$ cat src/sv/lcfw_pkg.sv
// Shared types, constants and gamma table of the LED chain frame writer.
package lcfw_pkg;

    localparam int MAX_LEDS_DEF = 16;
    localparam int LED_W        = 5;
    localparam int CH_W         = 10;
    localparam int CMD_W        = 7;
    localparam int COLOUR_W     = 3 * CH_W;
    localparam int COMMAND_W    = 3 * CMD_W;
    localparam int FUNC_W       = 3;
    localparam int KIND_W       = 2;

    localparam logic [LED_W-1:0] NUM_LEDS_RST = LED_W'(16);

    localparam logic [2:0] ADDR_NUM_LEDS = 3'd0;

    localparam logic [FUNC_W-1:0] FN_RAW_ONE   = 3'd0;
    localparam logic [FUNC_W-1:0] FN_GAMMA_ONE = 3'd1;
    localparam logic [FUNC_W-1:0] FN_CMD_ONE   = 3'd2;
    localparam logic [FUNC_W-1:0] FN_RAW_ALL   = 3'd3;
    localparam logic [FUNC_W-1:0] FN_GAMMA_ALL = 3'd4;
    localparam logic [FUNC_W-1:0] FN_FRAME     = 3'd5;

    localparam logic [KIND_W-1:0] OP_COLOUR_ONE = 2'd0;
    localparam logic [KIND_W-1:0] OP_CMD_ONE    = 2'd1;
    localparam logic [KIND_W-1:0] OP_COLOUR_ALL = 2'd2;
    localparam logic [KIND_W-1:0] OP_FRAME      = 2'd3;

    localparam logic [1:0] MODE_COLOUR  = 2'b00;
    localparam logic [1:0] MODE_COMMAND = 2'b01;

    localparam logic [CH_W-1:0]  NORM_MAX    = CH_W'(255);
    localparam logic [CH_W-1:0]  COMMAND_MAX = CH_W'(127);
    localparam logic [CMD_W-1:0] CMD_FULL    = CMD_W'(127);
    localparam logic [COMMAND_W-1:0] FULL_COMMAND = {CMD_FULL, CMD_FULL, CMD_FULL};

    typedef struct packed {
        logic [FUNC_W-1:0] func;
        logic [3:0]        led_index;
        logic [CH_W-1:0]   red_value;
        logic [CH_W-1:0]   green_value;
        logic [CH_W-1:0]   blue_value;
    } t_in_item;

    typedef struct packed {
        logic        is_latch;
        logic [31:0] packet_word;
        logic        last_of_frame;
    } t_out_item;

    typedef struct packed {
        logic [KIND_W-1:0]   kind;
        logic [LED_W-1:0]    idx;
        logic [COLOUR_W-1:0] data;
    } t_op;

    typedef struct packed {
        logic             en;
        logic [LED_W-1:0] value;
    } t_cfg_wr;

    localparam logic [CH_W-1:0] GAMMA_ROM [256] = '{
        10'd0, 10'd0, 10'd0, 10'd0, 10'd0, 10'd0, 10'd0, 10'd0,
        10'd0, 10'd0, 10'd1, 10'd1, 10'd1, 10'd1, 10'd1, 10'd1,
        10'd1, 10'd1, 10'd2, 10'd2, 10'd2, 10'd2, 10'd2, 10'd3,
        10'd3, 10'd3, 10'd4, 10'd4, 10'd4, 10'd5, 10'd5, 10'd6,
        10'd6, 10'd6, 10'd7, 10'd7, 10'd8, 10'd8, 10'd9, 10'd10,
        10'd10, 10'd11, 10'd12, 10'd12, 10'd13, 10'd14, 10'd14, 10'd15,
        10'd16, 10'd17, 10'd18, 10'd19, 10'd19, 10'd20, 10'd21, 10'd22,
        10'd23, 10'd24, 10'd26, 10'd27, 10'd28, 10'd29, 10'd30, 10'd31,
        10'd33, 10'd34, 10'd35, 10'd36, 10'd38, 10'd39, 10'd41, 10'd42,
        10'd44, 10'd45, 10'd47, 10'd48, 10'd50, 10'd52, 10'd53, 10'd55,
        10'd57, 10'd58, 10'd60, 10'd62, 10'd64, 10'd66, 10'd68, 10'd70,
        10'd72, 10'd74, 10'd76, 10'd78, 10'd80, 10'd82, 10'd85, 10'd87,
        10'd89, 10'd92, 10'd94, 10'd96, 10'd99, 10'd101, 10'd104, 10'd106,
        10'd109, 10'd112, 10'd114, 10'd117, 10'd120, 10'd123, 10'd125, 10'd128,
        10'd131, 10'd134, 10'd137, 10'd140, 10'd143, 10'd146, 10'd149, 10'd153,
        10'd156, 10'd159, 10'd162, 10'd166, 10'd169, 10'd172, 10'd176, 10'd179,
        10'd183, 10'd187, 10'd190, 10'd194, 10'd198, 10'd201, 10'd205, 10'd209,
        10'd213, 10'd217, 10'd221, 10'd225, 10'd229, 10'd233, 10'd237, 10'd241,
        10'd246, 10'd250, 10'd254, 10'd258, 10'd263, 10'd267, 10'd272, 10'd276,
        10'd281, 10'd286, 10'd290, 10'd295, 10'd300, 10'd305, 10'd310, 10'd314,
        10'd319, 10'd324, 10'd329, 10'd335, 10'd340, 10'd345, 10'd350, 10'd355,
        10'd361, 10'd366, 10'd372, 10'd377, 10'd383, 10'd388, 10'd394, 10'd400,
        10'd405, 10'd411, 10'd417, 10'd423, 10'd429, 10'd435, 10'd441, 10'd447,
        10'd453, 10'd459, 10'd465, 10'd472, 10'd478, 10'd484, 10'd491, 10'd497,
        10'd504, 10'd510, 10'd517, 10'd524, 10'd530, 10'd537, 10'd544, 10'd551,
        10'd558, 10'd565, 10'd572, 10'd579, 10'd586, 10'd593, 10'd601, 10'd608,
        10'd615, 10'd623, 10'd630, 10'd638, 10'd645, 10'd653, 10'd661, 10'd668,
        10'd676, 10'd684, 10'd692, 10'd700, 10'd708, 10'd716, 10'd724, 10'd732,
        10'd740, 10'd749, 10'd757, 10'd765, 10'd774, 10'd782, 10'd791, 10'd800,
        10'd808, 10'd817, 10'd826, 10'd835, 10'd844, 10'd853, 10'd862, 10'd871,
        10'd880, 10'd889, 10'd898, 10'd908, 10'd917, 10'd926, 10'd936, 10'd945,
        10'd955, 10'd965, 10'd974, 10'd984, 10'd994, 10'd1004, 10'd1014, 10'd1023
    };

    function automatic logic [CH_W-1:0] gamma_of(input logic [CH_W-1:0] v);
        logic [7:0] sat;
        sat = (v > NORM_MAX) ? 8'd255 : v[7:0];
        return GAMMA_ROM[sat];
    endfunction

    function automatic logic [CMD_W-1:0] sat_cmd(input logic [CH_W-1:0] v);
        return (v > COMMAND_MAX) ? CMD_FULL : v[CMD_W-1:0];
    endfunction

endpackage

$ cat src/sv/lcfw_front.sv
// Front end: decodes func, saturates gamma and command inputs and forms a queued operation.
module lcfw_front #(
    parameter int MAX_LEDS = lcfw_pkg::MAX_LEDS_DEF
) (
    input  lcfw_pkg::t_in_item i_item,
    output logic               o_keep,
    output lcfw_pkg::t_op      o_op
);
    import lcfw_pkg::*;

    logic [LED_W-1:0] w_led;
    logic             w_in_range;

    assign w_led      = {1'b0, i_item.led_index};
    assign w_in_range = w_led < LED_W'(MAX_LEDS);

    always_comb begin
        o_keep  = 1'b0;
        o_op    = '0;
        o_op.idx = w_led;
        unique case (i_item.func)
            FN_RAW_ONE: begin
                o_keep      = w_in_range;
                o_op.kind   = OP_COLOUR_ONE;
                o_op.data   = {i_item.blue_value, i_item.red_value, i_item.green_value};
            end
            FN_GAMMA_ONE: begin
                o_keep      = w_in_range;
                o_op.kind   = OP_COLOUR_ONE;
                o_op.data   = {gamma_of(i_item.blue_value), gamma_of(i_item.red_value),
                               gamma_of(i_item.green_value)};
            end
            FN_CMD_ONE: begin
                o_keep      = w_in_range;
                o_op.kind   = OP_CMD_ONE;
                o_op.data   = COLOUR_W'({sat_cmd(i_item.blue_value),
                                         sat_cmd(i_item.red_value),
                                         sat_cmd(i_item.green_value)});
            end
            FN_RAW_ALL: begin
                o_keep      = 1'b1;
                o_op.kind   = OP_COLOUR_ALL;
                o_op.data   = {i_item.blue_value, i_item.red_value, i_item.green_value};
            end
            FN_GAMMA_ALL: begin
                o_keep      = 1'b1;
                o_op.kind   = OP_COLOUR_ALL;
                o_op.data   = {gamma_of(i_item.blue_value), gamma_of(i_item.red_value),
                               gamma_of(i_item.green_value)};
            end
            FN_FRAME: begin
                o_keep      = 1'b1;
                o_op.kind   = OP_FRAME;
            end
            default: begin
                o_keep      = 1'b0;
            end
        endcase
    end

endmodule

$ cat src/sv/lcfw_fifo.sv
// Two-entry operation queue between front end and back end.
module lcfw_fifo (
    input  logic          i_clk,
    input  logic          i_rst_n,
    input  logic          i_push,
    input  lcfw_pkg::t_op i_data,
    input  logic          i_pop,
    output lcfw_pkg::t_op o_data,
    output logic          o_full,
    output logic          o_empty
);
    import lcfw_pkg::*;

    t_op        r_mem [2];
    logic       r_wr_ptr;
    logic       r_rd_ptr;
    logic [1:0] r_count;
    logic       w_push;
    logic       w_pop;

    assign o_full  = r_count == 2'd2;
    assign o_empty = r_count == 2'd0;
    assign o_data  = r_mem[r_rd_ptr];
    assign w_push  = i_push && !o_full;
    assign w_pop   = i_pop && !o_empty;

    always_ff @(posedge i_clk) begin
        if (w_push) begin
            r_mem[r_wr_ptr] <= i_data;
        end
    end

    always_ff @(posedge i_clk) begin
        if (!i_rst_n) begin
            r_wr_ptr <= 1'b0;
            r_rd_ptr <= 1'b0;
            r_count  <= 2'd0;
        end else begin
            if (w_push) begin
                r_wr_ptr <= !r_wr_ptr;
            end
            if (w_pop) begin
                r_rd_ptr <= !r_rd_ptr;
            end
            r_count <= r_count + {1'b0, w_push} - {1'b0, w_pop};
        end
    end

endmodule

$ cat src/sv/lcfw_back.sv
// Back end: LED buffers, count register and frame packet sequencer.
module lcfw_back #(
    parameter int MAX_LEDS = lcfw_pkg::MAX_LEDS_DEF
) (
    input  logic                          i_clk,
    input  logic                          i_rst_n,
    input  lcfw_pkg::t_cfg_wr             i_cfg,
    input  lcfw_pkg::t_op                 i_op,
    input  logic                          i_empty,
    output logic                          o_pop,
    output logic [lcfw_pkg::LED_W-1:0]    o_num_leds,
    output logic                          o_valid,
    output lcfw_pkg::t_out_item           o_result
);
    import lcfw_pkg::*;

    localparam int IDX_W = (MAX_LEDS > 1) ? $clog2(MAX_LEDS) : 1;

    localparam logic [2:0] ST_IDLE    = 3'd0;
    localparam logic [2:0] ST_COLOUR  = 3'd1;
    localparam logic [2:0] ST_LATCH_A = 3'd2;
    localparam logic [2:0] ST_CMD     = 3'd3;
    localparam logic [2:0] ST_LATCH_B = 3'd4;

    logic [COLOUR_W-1:0]  r_colour  [MAX_LEDS];
    logic [COMMAND_W-1:0] r_command [MAX_LEDS];
    logic [LED_W-1:0]     r_num_leds;
    logic [2:0]           r_state, n_state;
    logic [IDX_W-1:0]     r_cnt, n_cnt;
    logic                 r_valid, n_valid;
    t_out_item            r_out, n_out;

    logic [LED_W-1:0]     w_n;
    logic [LED_W-1:0]     w_cfg_n;
    logic [COLOUR_W-1:0]  w_colour;
    logic [COMMAND_W-1:0] w_command;
    logic                 w_last;

    assign w_n     = (r_num_leds > LED_W'(MAX_LEDS)) ? LED_W'(MAX_LEDS) : r_num_leds;
    assign w_cfg_n = (i_cfg.value > LED_W'(MAX_LEDS)) ? LED_W'(MAX_LEDS) : i_cfg.value;
    assign o_pop   = (r_state == ST_IDLE) && !i_empty;
    assign w_colour  = r_colour[r_cnt];
    assign w_command = r_command[r_cnt];
    assign w_last    = LED_W'(r_cnt) == (w_n - LED_W'(1));

    assign o_num_leds = r_num_leds;
    assign o_valid    = r_valid;
    assign o_result   = r_out;

    always_ff @(posedge i_clk) begin
        if (!i_rst_n) begin
            r_num_leds <= NUM_LEDS_RST;
            for (int i = 0; i < MAX_LEDS; i++) begin
                r_colour[i]  <= '0;
                r_command[i] <= FULL_COMMAND;
            end
        end else begin
            if (i_cfg.en) begin
                r_num_leds <= i_cfg.value;
                for (int i = 0; i < MAX_LEDS; i++) begin
                    if (LED_W'(i) < w_cfg_n) begin
                        r_command[i] <= FULL_COMMAND;
                    end
                end
            end
            if (o_pop) begin
                unique case (i_op.kind)
                    OP_COLOUR_ONE: r_colour[i_op.idx[IDX_W-1:0]] <= i_op.data;
                    OP_CMD_ONE:    r_command[i_op.idx[IDX_W-1:0]] <= i_op.data[COMMAND_W-1:0];
                    OP_COLOUR_ALL: begin
                        for (int i = 0; i < MAX_LEDS; i++) begin
                            if (LED_W'(i) < w_n) begin
                                r_colour[i] <= i_op.data;
                            end
                        end
                    end
                    default: ;
                endcase
            end
        end
    end

    always_comb begin
        n_state = r_state;
        n_cnt   = r_cnt;
        n_valid = 1'b0;
        n_out   = '0;
        unique case (r_state)
            ST_IDLE: begin
                if (o_pop && i_op.kind == OP_FRAME) begin
                    n_cnt   = '0;
                    n_state = (w_n == '0) ? ST_LATCH_A : ST_COLOUR;
                end
            end
            ST_COLOUR: begin
                n_valid           = 1'b1;
                n_out.packet_word = {MODE_COLOUR, w_colour};
                if (w_last) begin
                    n_cnt   = '0;
                    n_state = ST_LATCH_A;
                end else begin
                    n_cnt = r_cnt + IDX_W'(1);
                end
            end
            ST_LATCH_A: begin
                n_valid        = 1'b1;
                n_out.is_latch = 1'b1;
                n_cnt          = '0;
                n_state        = (w_n == '0) ? ST_LATCH_B : ST_CMD;
            end
            ST_CMD: begin
                n_valid           = 1'b1;
                n_out.packet_word = {MODE_COMMAND,
                                     3'b000, w_command[20:14],
                                     3'b000, w_command[13:7],
                                     3'b000, w_command[6:0]};
                if (w_last) begin
                    n_cnt   = '0;
                    n_state = ST_LATCH_B;
                end else begin
                    n_cnt = r_cnt + IDX_W'(1);
                end
            end
            ST_LATCH_B: begin
                n_valid             = 1'b1;
                n_out.is_latch      = 1'b1;
                n_out.last_of_frame = 1'b1;
                n_state             = ST_IDLE;
            end
            default: begin
                n_state = ST_IDLE;
            end
        endcase
    end

    always_ff @(posedge i_clk) begin
        if (!i_rst_n) begin
            r_state <= ST_IDLE;
            r_cnt   <= '0;
            r_valid <= 1'b0;
        end else begin
            r_state <= n_state;
            r_cnt   <= n_cnt;
            r_valid <= n_valid;
        end
    end

    always_ff @(posedge i_clk) begin
        r_out <= n_out;
    end

endmodule

$ cat src/sv/rgb_led_chain_frame_writer.sv
// Top level of the RGB LED chain frame writer.
// Buffer writes (single or all LEDs) are taken into a two-entry queue; while the back
// end is idle it removes one per cycle and applies it at the edge that removes it, so
// back-to-back buffer writes run at one per cycle. A frame write occupies the back end
// from the cycle that removes it until its final latch; with n = min(number_of_leds,
// MAX_LEDS) it makes 2*n+2 transfers on o_valid, one per cycle (n colour packets, a
// latch, n command packets, a final latch marked last_of_frame). busy rises only while
// the queue holds two operations. The receiver cannot stall: every o_valid cycle is a
// transfer.
module rgb_led_chain_frame_writer #(
    parameter int MAX_LEDS = lcfw_pkg::MAX_LEDS_DEF
) (
    input  logic                i_clk,
    input  logic                i_rst_n,
    input  logic                start,
    output logic                busy,
    input  lcfw_pkg::t_in_item  i_item,
    output logic                o_valid,
    output lcfw_pkg::t_out_item o_result,
    input  logic                psel,
    input  logic                penable,
    input  logic                pwrite,
    input  logic [2:0]          paddr,
    input  logic [31:0]         pwdata,
    output logic [31:0]         prdata,
    output logic                pready
);
    import lcfw_pkg::*;

    logic             w_keep;
    t_op              w_front_op;
    t_op              w_queue_op;
    logic             w_full;
    logic             w_empty;
    logic             w_pop;
    logic             w_push;
    t_cfg_wr          w_cfg;
    logic [LED_W-1:0] w_num_leds;

    assign pready = 1'b1;
    assign busy   = w_full;
    assign w_push = start && !w_full && w_keep;

    assign w_cfg.en    = psel && penable && pwrite && pready &&
                         (paddr[2] == ADDR_NUM_LEDS[2]);
    assign w_cfg.value = pwdata[LED_W-1:0];
    assign prdata      = (paddr[2] == ADDR_NUM_LEDS[2]) ?
                         {{(32 - LED_W){1'b0}}, w_num_leds} : '0;

    lcfw_front #(
        .MAX_LEDS (MAX_LEDS)
    ) u_front (
        .i_item (i_item),
        .o_keep (w_keep),
        .o_op   (w_front_op)
    );

    lcfw_fifo u_fifo (
        .i_clk   (i_clk),
        .i_rst_n (i_rst_n),
        .i_push  (w_push),
        .i_data  (w_front_op),
        .i_pop   (w_pop),
        .o_data  (w_queue_op),
        .o_full  (w_full),
        .o_empty (w_empty)
    );

    lcfw_back #(
        .MAX_LEDS (MAX_LEDS)
    ) u_back (
        .i_clk      (i_clk),
        .i_rst_n    (i_rst_n),
        .i_cfg      (w_cfg),
        .i_op       (w_queue_op),
        .i_empty    (w_empty),
        .o_pop      (w_pop),
        .o_num_leds (w_num_leds),
        .o_valid    (o_valid),
        .o_result   (o_result)
    );

endmodule

$ cat config.mk
export PLATFORM = sky130hd
export DESIGN_NAME = rgb_led_chain_frame_writer
export DESIGN_NICKNAME = d
export VERILOG_FILES = /design/src/sv/lcfw_pkg.sv /design/src/sv/lcfw_front.sv /design/src/sv/lcfw_fifo.sv /design/src/sv/lcfw_back.sv /design/src/sv/rgb_led_chain_frame_writer.sv
export SDC_FILE = /design/constraint.sdc
export NUM_CORES = 2
export LEC_CHECK = 0
export BUFFER_PORTS_ARGS = -buffer_cell sky130_fd_sc_hd__buf_2
export CAP_MARGIN = 10
export CORE_AREA = 5 5 377 379
export DETAILED_ROUTE_END_ITERATION = 8
export DIE_AREA = 0 0 382 384
export GPL_TIMING_DRIVEN = 0
export PLACE_DENSITY_LB_ADDON = 0.3
export SYNTH_ARGS = -nofsm -noshare
export SYNTH_HDL_FRONTEND = slang
export SYNTH_SLANG_ARGS = --single-unit
$ cat constraint.sdc
create_clock -name i_clk -period 4.3 [get_ports i_clk]
set_input_delay 0.86 -clock i_clk [delete_from_list [all_inputs] [get_ports i_clk]]
set_output_delay 0.86 -clock i_clk [all_outputs]
set_load 0.1 [all_outputs]
# After elaboration in Yosys (flattened, before gate mapping)

Memories as Yosys holds them, arrays and structs flattened. A register that Yosys moved wholly into a read port is not among the register bits.
Cells that the tools add are included.

Memories kept: 6
Bits of input ports: 78
Memory bits (read-only): 7680
Bits in registers: 50
RAM bits: 888
Output and inout port bits: 69

Order comparisons: 44
Equality and inequality tests: 17
Multiplexer cells: 227
Bitwise operators: 36
Reduce and logical (&&, ||, !) cells: 30
Add/sub/neg operators: 4

Memories:

| name             | depth | bits a word | rd ports | clocked after memory_dff | wr ports | RTL line        | text |
|---|---|---|---|---|---|---|---|
| (no name shown)  | 256   | 10          | 1        | 0                        | 0        | lcfw_pkg.sv:100 | `return GAMMA_ROM[sat];` |
| (no name shown)  | 256   | 10          | 1        | 0                        | 0        | lcfw_pkg.sv:100 |  |
| (no name shown)  | 256   | 10          | 1        | 0                        | 0        | lcfw_pkg.sv:100 |  |
| u_back.r_colour  | 16    | 30          | 1        | 1                        | 16       | lcfw_back.sv:25 | `logic [COLOUR_W-1:0] r_colour [MAX_LEDS];` |
| u_back.r_command | 16    | 21          | 1        | 1                        | 17       | lcfw_back.sv:26 | `logic [COMMAND_W-1:0] r_command [MAX_LEDS];` |
| u_fifo.r_mem     | 2     | 36          | 1        | 1                        | 1        | lcfw_fifo.sv:14 | `t_op r_mem [2];` |

Operators by type and width:

| cell                  | number |
|---|---|
| $mux W30              | 17 |
| $mux W21              | 16 |
| $mux W1               | 161 |
| $pmux W30 S3          | 1 |
| $lt A4 B5 Y1 const A  | 16 |
| $pmux W31 S2          | 1 |
| $mux W10              | 6 |
| $lt A3 B5 Y1 const A  | 8 |
| $or A1 B1 Y1          | 32 |
| $gt A10 B7 Y1 const B | 3 |
| $gt A10 B8 Y1 const B | 3 |
| $reduce_or A30 Y1     | 1 |
| $mux W4               | 7 |
| $ge A9 B9 Y1 const B  | 3 |
| $not A8 Y9            | 3 |
| $mux W8               | 3 |
| $mux W7               | 3 |
| $lt A1 B5 Y1 const A  | 4 |
| $lt A2 B5 Y1 const A  | 4 |
| $mux W5               | 3 |
| $eq A3 B2 Y1 const B  | 4 |
| $mux W3               | 4 |
| $pmux W3 S4           | 1 |
| $pmux W4 S3           | 1 |
| other kinds (28)      | 53 |

# Longest topological paths before layout

Depth after elaboration: 10
Gate-level depth with buffers: 15

# Hierarchy

From an unflattened synthesis, not the netlist that was laid out.

Cell total of the unflattened synthesis: 3879
Area, all modules: 49383.6 um2

Modules (own cells, without submodules):

| module                     | sequential area each (um2) | times used | area each (um2) | cells each |
|---|---|---|---|---|
| lcfw_back                  | 25504.5                    | 1          | 37716.2         | 2337 |
| lcfw_front                 | 0.0                        | 1          | 8324.2          | 1362 |
| lcfw_fifo                  | 2322.2                     | 1          | 3062.9          | 143 |
| rgb_led_chain_frame_writer | 0.0                        | 1          | 280.3           | 37 |

# Least setup slack after synthesis

No wires, ideal clock.

Kind: in2reg
Start point: in i_item[29] (netlist name)
End point: mem u_fifo.r_mem[0][12] (netlist name) (data pin)
Path slack: 525 ps
Stages on the path: 14
Buffers on the path: 4
Arrival: 3555 ps
Library setup time: 221 ps
Data required time: 4079 ps
Cell sequence: clkbuf_1 > or2_2 > clkbuf_1 > buf_2 > nor2_1 > inv_1 > ha_1 > clkbuf_1 > nor2b_1 > nor2_1 > mux4_2 > o21ai_0 > nand4_1 > o311ai_0

RTL lines:

| item            | RTL line                         | text |
|---|---|---|
| start, declared | rgb_led_chain_frame_writer.sv:17 | `input lcfw_pkg::t_in_item i_item,` |
| end, declared   | lcfw_fifo.sv:14                  |  |

==> impl_metrics.env <==
export IMPL_synth_top_cells_by_area="edfxtp_1, mux4_2, nor2_1"
export IMPL_dieHeight_um=384
export IMPL_vias_per_cell=5.98
export IMPL_path_clk_slew_ns=0.06
export IMPL_root_buffer="clkbuf_16"
export IMPL_hold_viol=0
export IMPL_worstPathMaxFanout=10
export IMPL_die_w_um=382
export IMPL_hpwl_um=128000
export IMPL_drtIter0Drc=5137
export IMPL_cp_start_kind="input pin"
export IMPL_yosys_cell_types_count=92
export IMPL_dieArea_um2=147000
export IMPL_yosysTopAreaCell="edfxtp_1"
export IMPL_cts_inserted_buffers=96
export IMPL_syn_inst=4003
export IMPL_yosys_area_top_type_share_pct=55.5
export IMPL_boundaryPins=147
export IMPL_wirelength_um=181000
export IMPL_start_util_pct=34.7
export IMPL_antenna_left=0
export IMPL_core_area_um2=139000
export IMPL_grt_first_pass_wirelength_um=260000
export IMPL_hold_path_class="in -> reg"
export IMPL_maxCapViolations=0
export IMPL_min_period_over_period_pct=98.2
export IMPL_portBuffers=73
export IMPL_gp_congestion=0.955
export IMPL_wire_per_inst_um=29.6
export IMPL_grt_pass1_vias=35800
export IMPL_worstPathArrival_ns=4.56
export IMPL_area_growth_pct=14.1
export IMPL_cts_buffer_depth=3
export IMPL_power_density_nw_per_um2=509
export IMPL_antenna_found_initial=9
export IMPL_first_pass_iters=9
export IMPL_synth_area_per_cell_um2=12.0
export IMPL_worstMarginPinSlew_ns=1.30
export IMPL_setup_violations=0
export IMPL_synthTopCellsByCount="edfxtp_1, nor2_1, nand2_1"
export IMPL_ys_seq_elements=943
export IMPL_htree_levels=3
export IMPL_yosysWarnings=0
export IMPL_grt_max_degree=37
export IMPL_via_count=36600
export IMPL_fin_worst_skew_ns=0.0217
export IMPL_slew_headroom_pct=11.2
export IMPL_crit_type="in -> reg"
export IMPL_p_leak_nw=17.2
export IMPL_status="finished clean"
export IMPL_gr_total_overflow=0
export IMPL_rsz0062_at_grt="no"
export IMPL_finalNetCount=4368
export IMPL_insertion_delay_ns=0.67
export IMPL_holdWs_ns=0.388
export IMPL_maxSlewViolCount=0
export IMPL_netlist_area_um2=48000
export IMPL_ir_worst_vdd_mv=0.338
export IMPL_ys_seq_area_share_pct=57.8
export IMPL_yosysMostFrequentCell="edfxtp_1"
export IMPL_placed_area_um2=51600
export IMPL_core_rowCount=137
export IMPL_critPathCaptureType="flop"
export IMPL_synth_edf_count=888
export IMPL_remaining_drc_errors=0
export IMPL_max_freq_mhz=237
export IMPL_drive_gt1_share_pct=17.4
export IMPL_clock_sinks=943
export IMPL_synthArstFlopShare_pct=0
export IMPL_ys_flop_type="edfxtp_1"
export IMPL_setup_tns_ns=0
export IMPL_power_mw=27.9
export IMPL_design_area_um2=54800
export IMPL_crit_required_ns=4.64
export IMPL_cts_tree="built"
export IMPL_period_needed_ns=4.22
export IMPL_grt_usage_pct=24.1
power breakdown:
group          switching [mW]  internal [mW]
registers               0.275           11.4
logic                    5.62           2.21
clock network            3.59           4.77
total                    9.48           18.4
sequential cells by signal (all words and copies together) (netlist names), named ones only:
name and flops:
u_fifo.r_wr_ptr 1, u_fifo.r_mem 72, u_fifo.r_count 2, u_back.r_cnt 4, u_back.r_command 336, u_back.o_valid 1
u_fifo.r_rd_ptr 1, u_back.r_colour 480, u_back.o_result 33, u_back.o_num_leds 5, u_back.r_state 3
logic make-up after synthesis:
family	after synthesis	synth area share, %
multiplexers	333	13.2
XOR/XNOR	13	0.237
other	2	0.0156
flip-flops	943	57.8
adder cells (fa/ha/maj)	50	1.30
AND/OR/NAND/NOR	1449	12.9
buffers and inverters	511	4.57
AO/OA/AOI/OAI	702	9.94
layer usage:
layer / vias to the layer above / part of all wire [%] / track usage [%]
met5: - / 0.019 / 0
met4: 6 / 4.1 / 8.97
met3: 427 / 9.4 / 4.14
met2: 2314 / 48 / 40.0
met1: 18500 / 39 / 31.8
li1: 15400 / - / -
layout make-up:
type	instances	area, um^2
clock buffers	125	2620
flip-flops and latches	943	27800
diodes	4	10.0
repair buffers	117	1090
well taps	1807	2260
fillers	13200	83700
plain buffers	428	1890
clock inverters	48	458
inverters	79	297
multi-input cells	2576	18400
layout by cell type, fill, tap and decap left out, types with 37 or more instances in the layout:
cell,Yosys,routed
edfxtp_1,888,888
nor2_1,643,641
nand2_1,510,509
clkbuf_1,266,273
mux4_2,237,237
buf_2,119,194
a21oi_1,153,153
o21ai_0,134,131
clkbuf_16,0,97
inv_1,74,74
mux2i_1,70,70
dfxtp_1,55,55
nand2b_1,50,50
ha_1,49,47
o22ai_1,45,45
nor2b_1,42,41
nor3_1,41,41
a31oi_1,41,41
buf_4,32,41
o211ai_1,41,41
nand3_1,38,37
path summary, 6_finish.rpt:
path	startpoint	end	slack (ns)	depth (start not counted)
worst max-delay path	i_item[29]	u_fifo.r_mem[0][12]	0.08	13
worst min-delay path	i_item[30]	u_fifo.r_mem[0][30]	0.39	1
worst max register to register	flop	u_back.r_command[6][4]	0.34	6
worst min register to register	u_back.r_cnt[1]	flop	0.51	2
metrics by stage:
step / cells / util [%] / setup WS, ns
final: 6127 / 39.6 / 0.0772
after global routing: 6126 / 39.6 / 0.00657
after CTS: 6117 / 39.5 / 0.00257
after detailed placement: 5947 / 37.2 / -1.17
after global placement: 5910 / 36.6 / -1.62
after floorplan: 4030 / - / 0.525
worst max-delay path, cell delays in order:
cell and delay [ns]:
clkbuf_1 0.26, or2_2 0.17, clkbuf_1 0.25, buf_2 0.34
nor2_2 0.14, inv_1 0.17, ha_1 0.38, clkbuf_1 0.58
nor3_1 0.18, nor4_1 0.44, a2111oi_0 0.13, a221oi_1 0.35
o311ai_0 0.29
timing repair:
| item | 4_1_cts | 5_1_grt |
|---|---|---|
| setup endpoints to repair | 24 | 22 |
| resized for setup | 12 | 9 |
| endpoints found under the hold margin | 0 | 0 |
| buffers inserted | 0 | 0 |
| hold buffers | 0 | 0 |
No activity file was read; power rests on OpenSTA's default activity.
